### config.mk
export PLATFORM = sky130hd
export DESIGN_NAME = voxel_line_walker_3d_core
export DESIGN_NICKNAME = d
export VERILOG_FILES = /design/src/hdl/vlw3d_pkg.sv /design/src/hdl/vlw3d_axis_step.sv /design/src/hdl/voxel_line_walker_3d_core.sv
export SDC_FILE = /design/constraint.sdc
export NUM_CORES = 1
export LEC_CHECK = 0
export BUFFER_PORTS_ARGS = -buffer_cell sky130_fd_sc_hd__clkbuf_2
export CAP_MARGIN = 20
export CORE_MARGIN = 2
export CORE_UTILIZATION = 50
export DETAILED_ROUTE_END_ITERATION = 10
export MAX_ROUTING_LAYER = met4
export PLACE_DENSITY = 0.69
export SYNTH_ARGS = -nofsm -noshare
export SYNTH_HDL_FRONTEND = slang
export SYNTH_SLANG_ARGS = --single-unit
### constraint.sdc
create_clock -name clk -period 4.65 [get_ports clk]
set_input_delay 0 -clock clk [delete_from_list [all_inputs] [get_ports clk]]
set_output_delay 0 -clock clk [all_outputs]
set_load 0.1 [all_outputs]
### src/hdl/vlw3d_pkg.sv
// Shared types and constants for the 3D voxel line walker.
// No dependencies; imported by the top level.
package vlw3d_pkg;

  localparam int AXES = 3;

  typedef enum logic [0:0] {
    ST_IDLE,
    ST_WALK
  } walk_state_t;

endpackage

### src/hdl/vlw3d_axis_step.sv
// One axis of the line walk: error update and unit move for a single step.
// Standalone; instantiated once per axis by voxel_line_walker_3d_core.
module vlw3d_axis_step #(
  parameter int COORD_BITS = 5
) (
  input  logic [COORD_BITS-1:0] pos,
  input  logic [COORD_BITS:0]   err,
  input  logic [COORD_BITS-1:0] delta,
  input  logic                  dir_neg,
  input  logic [COORD_BITS-1:0] total,
  output logic [COORD_BITS-1:0] pos_next,
  output logic [COORD_BITS:0]   err_next
);

  logic [COORD_BITS:0] err_sum;
  logic [COORD_BITS:0] total_ext;
  logic                move;

  always_comb begin
    total_ext = {1'b0, total};
    err_sum   = err + {1'b0, delta};
    move      = (err_sum > total_ext);
    err_next  = move ? (err_sum - total_ext) : err_sum;
    if (!move) begin
      pos_next = pos;
    end else if (dir_neg) begin
      pos_next = pos - {{(COORD_BITS-1){1'b0}}, 1'b1};
    end else begin
      pos_next = pos + {{(COORD_BITS-1){1'b0}}, 1'b1};
    end
  end

endmodule

### src/hdl/voxel_line_walker_3d_core.sv
// Integer 3D line walk between a start and an end voxel. An item is taken
// when in_ready is high; the block then emits max(|dx|,|dy|,|dz|)+1 points,
// one per cycle while out_ready stays high, the last one flagged and equal to
// the end voxel. The single step loop advances all three axes once per emitted
// point into the output register. in_ready is low while a line is being
// walked.
// Depends on vlw3d_pkg and vlw3d_axis_step.
module voxel_line_walker_3d_core #(
  parameter int COORD_BITS = 5
) (
  input  logic                  clk,
  input  logic                  rst,
  input  logic                  in_valid,
  output logic                  in_ready,
  input  logic [COORD_BITS-1:0] start_x,
  input  logic [COORD_BITS-1:0] start_y,
  input  logic [COORD_BITS-1:0] start_z,
  input  logic [COORD_BITS-1:0] end_x,
  input  logic [COORD_BITS-1:0] end_y,
  input  logic [COORD_BITS-1:0] end_z,
  output logic                  out_valid,
  input  logic                  out_ready,
  output logic [COORD_BITS-1:0] point_x,
  output logic [COORD_BITS-1:0] point_y,
  output logic [COORD_BITS-1:0] point_z,
  output logic [COORD_BITS-1:0] point_index,
  output logic                  last_point
);

  import vlw3d_pkg::*;

  walk_state_t state, state_next;

  logic [COORD_BITS-1:0] cur_pos      [AXES];
  logic [COORD_BITS:0]   axis_error   [AXES];
  logic [COORD_BITS-1:0] axis_delta   [AXES];
  logic                  axis_dir_neg [AXES];
  logic [COORD_BITS-1:0] step_total;
  logic [COORD_BITS-1:0] step_count;

  logic [COORD_BITS-1:0] in_start [AXES];
  logic [COORD_BITS-1:0] in_end   [AXES];
  logic [COORD_BITS-1:0] init_delta [AXES];
  logic                  init_neg   [AXES];
  logic [COORD_BITS-1:0] init_total;
  logic [COORD_BITS-1:0] pos_step [AXES];
  logic [COORD_BITS:0]   err_step [AXES];

  logic accept;
  logic load;
  logic at_last;

  assign in_start[0] = start_x;
  assign in_start[1] = start_y;
  assign in_start[2] = start_z;
  assign in_end[0]   = end_x;
  assign in_end[1]   = end_y;
  assign in_end[2]   = end_z;

  // Line setup straight from the input item
  for (genvar a = 0; a < AXES; a++) begin : g_axis
    assign init_neg[a]   = (in_end[a] < in_start[a]);
    assign init_delta[a] = init_neg[a] ? (in_start[a] - in_end[a])
                                       : (in_end[a] - in_start[a]);

    vlw3d_axis_step #(
      .COORD_BITS(COORD_BITS)
    ) u_step (
      .pos      (cur_pos[a]),
      .err      (axis_error[a]),
      .delta    (axis_delta[a]),
      .dir_neg  (axis_dir_neg[a]),
      .total    (step_total),
      .pos_next (pos_step[a]),
      .err_next (err_step[a])
    );
  end

  always_comb begin
    init_total = init_delta[0];
    if (init_delta[1] > init_total) begin
      init_total = init_delta[1];
    end
    if (init_delta[2] > init_total) begin
      init_total = init_delta[2];
    end
  end

  assign at_last = (step_count == step_total);

  // Next state
  always_comb begin
    state_next = state;
    unique case (state)
      ST_IDLE: begin
        if (in_valid) begin
          state_next = ST_WALK;
        end
      end
      ST_WALK: begin
        if (load && at_last) begin
          state_next = ST_IDLE;
        end
      end
      default: state_next = ST_IDLE;
    endcase
  end

  // Control outputs
  always_comb begin
    in_ready = 1'b0;
    load     = 1'b0;
    unique case (state)
      ST_IDLE: in_ready = 1'b1;
      ST_WALK: load = !out_valid || out_ready;
      default: begin
        in_ready = 1'b0;
        load     = 1'b0;
      end
    endcase
  end

  assign accept = in_valid && in_ready;

  always_ff @(posedge clk) begin
    if (rst) begin
      state     <= ST_IDLE;
      out_valid <= 1'b0;
    end else begin
      state <= state_next;
      if (load) begin
        out_valid <= 1'b1;
      end else if (out_ready) begin
        out_valid <= 1'b0;
      end
    end
  end

  // Walk datapath and output register
  always_ff @(posedge clk) begin
    if (accept) begin
      for (int a = 0; a < AXES; a++) begin
        cur_pos[a]      <= in_start[a];
        axis_delta[a]   <= init_delta[a];
        axis_dir_neg[a] <= init_neg[a];
        axis_error[a]   <= {1'b0, init_delta[a]};
      end
      step_total <= init_total;
      step_count <= '0;
    end else if (load) begin
      point_x     <= cur_pos[0];
      point_y     <= cur_pos[1];
      point_z     <= cur_pos[2];
      point_index <= step_count;
      last_point  <= at_last;
      if (!at_last) begin
        for (int a = 0; a < AXES; a++) begin
          cur_pos[a]    <= pos_step[a];
          axis_error[a] <= err_step[a];
        end
        step_count <= step_count + {{(COORD_BITS-1){1'b0}}, 1'b1};
      end
    end
  end

  a_accept_starts_walk: assert property (@(posedge clk) disable iff (rst)
    accept |=> (state == ST_WALK) && (step_count == '0))
    else $error("walk did not start after item accept");

  a_count_in_range: assert property (@(posedge clk) disable iff (rst)
    (state == ST_WALK) |-> (step_count <= step_total))
    else $error("step count ran past step total");

  a_error_bounded: assert property (@(posedge clk) disable iff (rst)
    (state == ST_WALK) |-> ((axis_error[0] <= {1'b0, step_total}) &&
                            (axis_error[1] <= {1'b0, step_total}) &&
                            (axis_error[2] <= {1'b0, step_total})))
    else $error("axis error above step total");

  a_last_ends_walk: assert property (@(posedge clk) disable iff (rst)
    (load && at_last) |=> (state == ST_IDLE) && out_valid && last_point &&
                          (point_index == step_total))
    else $error("last point did not close the line");

endmodule
==> summary.md, run 1 <==
| Metric | Value |
|---|---|
| Top cells by area in the synthesized netlist | sky130_fd_sc_hd__edfxtp_1 (35%), sky130_fd_sc_hd__ha_1 (15%), sky130_fd_sc_hd__fa_1 (4.5%) |
| Achievable frequency | between 0.2 and 0.25 GHz |
| Top-area cell type share of the netlist area | 35.02% |
| Setup slack at placement | ~0.19 ns |
| Critical path class | in2reg |
| Tot Pwr | 0.004867 W |
| Seq/Total Area, Yosys | a little under two fifths |
| Number of global-route vias before repair | 5192 |
| Fill cell count | 1115 |
| Nets | around 840 |
| Diodes inserted | 0 |
| Startpoint of the tightest hold check path | start_z[1] |
| Vias/cell | ~5.6 |
| Maximum root-to-sink buffer count | 2 |
| Routability congestion estimate from global placement | between 0.8 and 0.9 |
| Pin count of the biggest net entering global routing | 32 |
| Clock tree root buffer cell | sky130_fd_sc_hd__clkbuf_16 |
| Endpoints failing setup | 0 |
| Sink Count | 84 |
| CTS buffer count | 9 |
| Top-level I/O count | 57 |
| Maximum capacitance violations | 0 |
| Mapped cell area | about 6600 sq um |
| Number of port buffers | 56 |
| PwrDens | 647.5 nW/um^2 |
| Die W | approximately 120 um |
| Number of cell rows | 41 |
| Layout Skew | approximately 0.011 ns |
| Ranking of synthesized cells by instance count | sky130_fd_sc_hd__inv_1 (79), sky130_fd_sc_hd__edfxtp_1 (77), sky130_fd_sc_hd__ha_1 (77), sky130_fd_sc_hd__a21oi_1 (42) |
| Starting density of the core | 51.69% |
| Global router's overall resource usage | about 23% |
| Total Neg Setup Slack | 0 ns |
| Post-synthesis cell count | roughly 640 |
| Clk slew on worst S/H paths | 0.06 ns |
| Crit path launch type | primary input |
| Final Slew Violations | 0 |
| Share of the cycle needed by the critical path after routing | between 90% and 100% |
| Syn avg cell area | approximately 10 sq um |
| Signed area change from the synthesized netlist to the final layout | 13.85% |
| Proportion of layout cells with a drive suffix above 1 | about 16% |
| Beginning of the worst register-to-register path | axis_error[0][0]$_DFFE_PP_ |
| Die area | around 14000 sq um |
| Pleak | 3.308 nW |
| Required time of the critical path | 4.75 ns |
| H-tree levels | 3 |
| First-pass GRT wire length | about 25000 um |
| Worst setup path start | start_x[0] |
| Most frequent cell after synthesis | sky130_fd_sc_hd__inv_1 |
| DP Wirelength | about 12000 um |
| Biggest area consumer among synthesized cells | sky130_fd_sc_hd__edfxtp_1 |
| Avg WL per Cell | between 15 and 20 um |
| Area of the core | about 13000 sq um |
| Worst setup EP type | flop |
| Number of nets produced by synthesis | ~770 |
| Largest vdd supply drop | approximately 0.00028 V |
| Status | finished clean |
| Source-to-sink clock delay at the later pin of the worst-skew pair | between 0.3 and 0.4 ns |
| Prevailing post-synth register cell | sky130_fd_sc_hd__edfxtp_1 |
| Maximum fanout count along the critical path | 4 |
| Detailed-routing iteration count for the pre-antenna-repair pass | 5 |
| Measured slew at the worst slew-check pin | 1.015 ns |
| Number of violations reported at the end of detailed-routing iteration 0 | 315 |
| Distinct cell type count after synthesis | 66 |
| Yosys warnings | 0 |
| Max transition margin | ~32% |
| Number of vias after detailed routing | roughly 4900 |
| Remaining routing DRC violations | 0 |
| Aggregate routed wire length | approximately 15000 um |
| Initial antenna violation count | 0 |
| Post-detailed-route count of antenna-violating nets | 0 |
| Final cell area excluding filler cells | around 7500 sq um |
| Final global-route overflow total | 0 |
| Post-place instance area | about 7100 sq um |
| Hold Vio Cnt, Final | 0 |
| Final cell count without fillers | 890 |
| Number of synthesized flops with an enable pin | 77 |
| Flip-flop and latch count after synthesis | 84 |
| Min setup slack post-route | roughly 0.23 ns |
| Clock tree from TritonCTS | done |
| Dpl cells | 866 |
| Fraction of registers with async set or reset after synthesis | 0% |
| Worst path arrival time | between 4 and 5 ns |
| Register-to-register setup slack | 0.84 ns |
| Minimum period implied by the final worst setup slack | 4.420 ns |
| Kind of path behind the tightest hold check | in2reg |
| Y dimension of the die | between 100 and 150 um |
## through the flow
step	utilization, %	hold slack [ns]
after global placement	55.45	0.1784
after global routing	58.85	0.04768
after floorplan	-	0.06907
final	58.85	0.02857
after CTS	58.58	0.01488
after detailed placement	55.67	0.1824
## routing by layer
| metal | global-route usage [%] | vias up | part of all wire [%] |
|---|---|---|---|
| li1 | - | 2450 | - |
| met1 | 28.31 | 2353 | 44 |
| met2 | 38.40 | 119 | 51 |
| met3 | 3.305 | 24 | 3.7 |
| met4 | 8.185 | 0 | 2.0 |
| met5 | - | - | 0 |
## worst max-delay path: stages
cell and delay (ns):
sky130_fd_sc_hd__dlygate4sd3_1 0.53, sky130_fd_sc_hd__clkbuf_2 0.13, sky130_fd_sc_hd__inv_1 0.04, sky130_fd_sc_hd__ha_1 0.22, sky130_fd_sc_hd__fa_1 0.40, sky130_fd_sc_hd__and3b_1 0.25, sky130_fd_sc_hd__nor2_1 0.05, sky130_fd_sc_hd__o31a_1 0.27
sky130_fd_sc_hd__a31oi_4 0.25, sky130_fd_sc_hd__ha_1 0.30, sky130_fd_sc_hd__nand3_1 0.12, sky130_fd_sc_hd__a21oi_1 0.07, sky130_fd_sc_hd__a211oi_2 0.38, sky130_fd_sc_hd__nor2_4 0.10, sky130_fd_sc_hd__mux2i_1 0.20, sky130_fd_sc_hd__inv_1 0.07
sky130_fd_sc_hd__ha_1 0.29, sky130_fd_sc_hd__nor2b_1 0.14, sky130_fd_sc_hd__o211ai_1 0.11, sky130_fd_sc_hd__a21oi_2 0.22, sky130_fd_sc_hd__mux2_2 0.36
## repair_timing
item / CTS / global route
gates resized for setup: 0 / 7
setup buffers: 0 / 0
endpoints found under the setup margin: 0 / 5
endpoints found under the hold margin: 8 / 0
hold buffers: 8 / 0
## report_power, final
part / internal (W) / switching [W] / total (W)
combinational: 0.00123 / 0.00173 / 0.00296
sequential: 0.00109 / 0.000108 / 0.00120
clock: 0.000397 / 0.000307 / 0.000704
## path summary, 6_finish.rpt
kind	endpoint	cells after the start
worst max-delay path	step_total[0]$_DFFE_PP_	21
worst min-delay path	cur_pos[0][11]$_DFFE_PP_	3
worst max register to register	axis_error[0][3]$_DFFE_PP_	13
worst min register to register	point_z[3]$_DFFE_PP_	0
## registers in the layout, indices dropped and copies added, names as in the netlist
| name | cells |
|---|---|
| step_total | 5 |
| step_count | 5 |
| last_point | 1 |
| state | 1 |
| axis_dir_neg | 3 |
| cur_pos | 15 |
| axis_delta | 15 |
| point_x | 5 |
| point_y | 5 |
| axis_error | 18 |
| out_valid | 1 |
| point_index | 5 |
| point_z | 5 |
## cell families (layout without fill, tap and decap cells)
group / after synthesis / after routing / share of synthesized area, %
AO/OA/AOI/OAI: 169 / 169 / 18.15
XOR/XNOR: 39 / 39 / 5.173
adder cells (fa/ha/maj): 92 / 92 / 19.14
buffers and inverters: 95 / 171 / 5.969
flip-flops: 84 / 84 / 37.14
multiplexers: 24 / 24 / 3.809
AND/OR/NAND/NOR: 139 / 139 / 10.61
## layout make-up
class                      count  area [sq um]  share of cell area (%)
multi-input combinational    463          3791                   50.43
sequential                    84          2452                   32.62
timing repair buffer          76         470.5                   6.258
inverter                      79         296.5                   3.945
clock buffer                  10         250.2                   3.329
tap                          172         215.2                   2.863
clock inverter                 6         41.29                  0.5493
## cell usage in the layout, fill, tap and decap left out, drive strengths merged, types with 4 or more instances in the layout
master	Yosys	final
a211oi	11	11
a31oi	4	4
a221oi	9	9
o31a	4	4
nand2	35	35
dfxtp	7	7
a21oi	43	43
inv	79	82
mux2i	18	18
o22ai	4	4
nand3	6	6
xnor2	28	28
o21a	4	4
a21o	22	22
ha	77	77
o21ai	44	44
clkbuf	5	66
xor2	11	11
nor3	11	11
dlygate4sd3	0	8
nor2b	14	14
buf	11	12
mux2	6	6
nand2b	11	11
edfxtp	77	77
nor2	36	36
fa	15	15
nor3b	4	4
Note: power is estimated with default switching activity, not from simulation.
==> inputs of run 2 (changes only) <==
--- a/config.mk
+++ b/config.mk
@@ -10,6 +10,7 @@
 export CORE_MARGIN = 2
 export CORE_UTILIZATION = 50
 export DETAILED_ROUTE_END_ITERATION = 10
+export GPL_TIMING_DRIVEN = 0
 export MAX_ROUTING_LAYER = met4
 export PLACE_DENSITY = 0.69
 export SYNTH_ARGS = -nofsm -noshare
==> run 2 against run 1 <==
Effect of this change:
- clock-buffer cell count rose by 1
- first-iteration DRC count down 3.5%
- critical path depth fell by 3
- cell count up 0.56%
- via count increased by 1.6%
- sequential cell count stayed put
- largest cell class unchanged
==> summary.md, run 2 (synthesis results as in run 1) <==
| Metric | Value |
|---|---|
| Status | finished clean |
| Pin count of the biggest net entering global routing | 24 (-25%) |
| Nets | 844 (+0.60%) |
| Die area | 14140 sq um (unchanged) |
| Number of global-route vias before repair | 5216 (+0.46%) |
| Number of violations reported at the end of detailed-routing iteration 0 | 304 (-3.5%) |
| Diodes inserted | 0 (unchanged) |
| First-pass GRT wire length | 24980 um (-0.71%) |
| Initial antenna violation count | 0 (unchanged) |
| Kind of path behind the tightest hold check | in2reg |
| Fill cell count | 1046 (-6.2%) |
| Final Slew Violations | 0 (unchanged) |
| Largest register by flop count | axis_error |
| Most frequent standard cell in the layout excluding fill and tap cells | sky130_fd_sc_hd__inv_1 |
| Largest vdd supply drop | 0.0002802 V (-0.16%) |
| Signed area change from the synthesized netlist to the final layout | 13.53% |
| Remaining routing DRC violations | 0 (unchanged) |
| Post-detailed-route count of antenna-violating nets | 0 (unchanged) |
| Layout Skew | 0.004608 ns (-0.006074 ns) |
| Final cell area excluding filler cells | 7496 sq um (-0.28%) |
| Flip-flop and latch area | 2452 sq um (unchanged) |
| Final global-route overflow total | 0 (unchanged) |
| Pleak | 3.290 nW (-0.53%) |
| Total setup buffers inserted after CTS | 0 (unchanged) |
| Max reg flops | 18 (unchanged) |
| Y dimension of the die | 118.9 um (unchanged) |
| Worst path arrival time | 4.42 ns (-0.10 ns) |
| DP Wirelength | 11750 um (+1.2%) |
| Measured slew at the worst slew-check pin | 0.9070 ns (-0.1083 ns) |
| Detailed-routing iteration count for the pre-antenna-repair pass | 5 (unchanged) |
| Proportion of layout cells with a drive suffix above 1 | 15.49% (-0.66 points) |
| Endpoints failing setup | 0 (unchanged) |
| Number of vias after detailed routing | 5027 (+1.6%) |
| Avg WL per Cell | 16.92 um (+1.5%) |
| Crit path launch type | primary input |
| Achievable frequency | 0.2312 GHz (+2.2%) |
| Starting density of the core | 51.69% (unchanged) |
| Source-to-sink clock delay at the later pin of the worst-skew pair | 0.34 ns (about the same) |
| Sink Count | 84 (unchanged) |
| CTS buffer count | 9 (unchanged) |
| Maximum capacitance violations | 0 (unchanged) |
| Post-route core utilization | 58.68% (-0.17 points) |
| Required time of the critical path | 4.75 ns (about the same) |
| Top-level I/O count | 57 (unchanged) |
| Critical path class | in2reg |
| Hold Vio Cnt, Final | 0 (unchanged) |
| Die W | 118.9 um (unchanged) |
| Multi-input combinational cell area | 3770 sq um (-0.56%) |
| Global router's overall resource usage | 23.09% (+0.19 points) |
| Maximum fanout count along the critical path | 5 (+1) |
| Share of the cycle needed by the critical path after routing | 93.03% (-2.0 points) |
| Worst setup EP type | flop |
| H-tree levels | 3 (unchanged) |
| Area of the core | 12770 sq um (unchanged) |
| PwrDens | 647.1 nW/um^2 (about the same) |
| Minimum period implied by the final worst setup slack | 4.326 ns (-0.09388 ns) |
| Vias/cell | 5.617 (+1.1%) |
| Post-place instance area | 7113 sq um (about the same) |
| Routability congestion estimate from global placement | 0.9116 (+2.6%) |
| Clock tree root buffer cell | sky130_fd_sc_hd__clkbuf_16 |
| Clock tree from TritonCTS | done |
| Maximum root-to-sink buffer count | 2 (unchanged) |
| Setup repair after global routing missed its margin | false |
| Commonest non-fill, non-tap cells in the layout | sky130_fd_sc_hd__inv_1 (79), sky130_fd_sc_hd__ha_1 (77), sky130_fd_sc_hd__edfxtp_1 (77) |
| Number of cell rows | 41 (unchanged) |
| Number of port buffers | 56 (unchanged) |
| Aggregate routed wire length | 15140 um (+2.0%) |
| Final cell count without fillers | 895 (+0.56%) |
| Largest registers in the final layout | axis_error x18, axis_delta x15, cur_pos x15 |
| Minimum hold slack | 0.01500 ns (-0.01357 ns) |
| Clk slew on worst S/H paths | 0.06 ns (about the same) |
| Tot Pwr | 0.004851 W (-0.34%) |
| Max transition margin | 39.39% (+7.1 points) |
| Dpl cells | 871 (+0.58%) |
-- run 2: cell count changes in the layout (fill, tap and decap cells not counted), sizes merged --
cell | before | now
clkbuf | 66 | 72
inv | 82 | 80
clkinvlp | 0 | 1
buf | 12 | 13
dlygate4sd3 | 8 | 7
-- run 2: worst paths after layout --
kind,start,to,slack [ns],cells past startpoint
max reg2reg,axis_error[0][0]$_DFFE_PP_,cur_pos[0][3]$_DFFE_PP_,0.99,12
min reg2reg,cur_pos[0][13]$_DFFE_PP_,point_z[3]$_DFFE_PP_,0.46,0
max,start_y[1],step_total[0]$_DFFE_PP_,0.32,18
min,start_y[4],cur_pos[0][9]$_DFFE_PP_,0.01,3
-- run 2: where the power goes --
group / switching (W) / leakage (nW) / total (W) / internal (W)
combinational: 0.00173 / 2.36 / 0.00298 / 0.00125
sequential: 0.000107 / 0.801 / 0.00120 / 0.00109
clock: 0.000307 / 0.130 / 0.000672 / 0.000365
-- run 2: metrics by stage --
step,setup TNS [ns],setup slack [ns]
6_report,0,0.3243
3_5_place_dp,-0.3135,-0.1602
5_1_grt,0,0.03797
4_1_cts,0,0.1967
2_1_floorplan,0,0.6406
3_3_place_gp,-0.09355,-0.04691
-- run 2: what timing repair did --
action / 4_1_cts / 5_1_grt
gates resized for setup: 0 / 3
hold buffers: 7 / 0
setup endpoints to repair: 0 / 2
endpoints found under the hold margin: 7 / 0
-- run 2: layer usage --
layer | wire (um) | part of all wire [%] | vias up | global-route usage [%]
met5 | 0 | 0 | - | -
met4 | 378 | 2.5 | 0 | 7.961
met3 | 582 | 3.8 | 28 | 2.969
met2 | 7531 | 50 | 130 | 40.41
met1 | 6646 | 44 | 2405 | 27.44
li1 | - | - | 2464 | -
-- run 2: area by class of cell --
type	count	area share (%)
repair buffers	65	5.241
well taps	172	2.871
clock buffers	11	3.105
plain buffers	16	1.302
multi-input cells	463	50.29
inverters	79	3.956
flip-flops and latches	84	32.72
clock inverters	5	0.5174
-- run 2: worst max-delay path: stages --
cell and delay [ns]:
sky130_fd_sc_hd__clkbuf_2 0.16, sky130_fd_sc_hd__inv_1 0.10, sky130_fd_sc_hd__ha_1 0.30, sky130_fd_sc_hd__nand2b_1 0.11
sky130_fd_sc_hd__a21oi_1 0.25, sky130_fd_sc_hd__o2bb2ai_1 0.09, sky130_fd_sc_hd__a211oi_1 0.67, sky130_fd_sc_hd__ha_1 0.37
sky130_fd_sc_hd__a21o_1 0.18, sky130_fd_sc_hd__a211oi_1 0.40, sky130_fd_sc_hd__nor2_2 0.15, sky130_fd_sc_hd__mux2i_1 0.32
sky130_fd_sc_hd__inv_1 0.08, sky130_fd_sc_hd__ha_1 0.29, sky130_fd_sc_hd__nor2b_1 0.12, sky130_fd_sc_hd__o211ai_1 0.11
sky130_fd_sc_hd__a21oi_2 0.35, sky130_fd_sc_hd__mux2_2 0.38
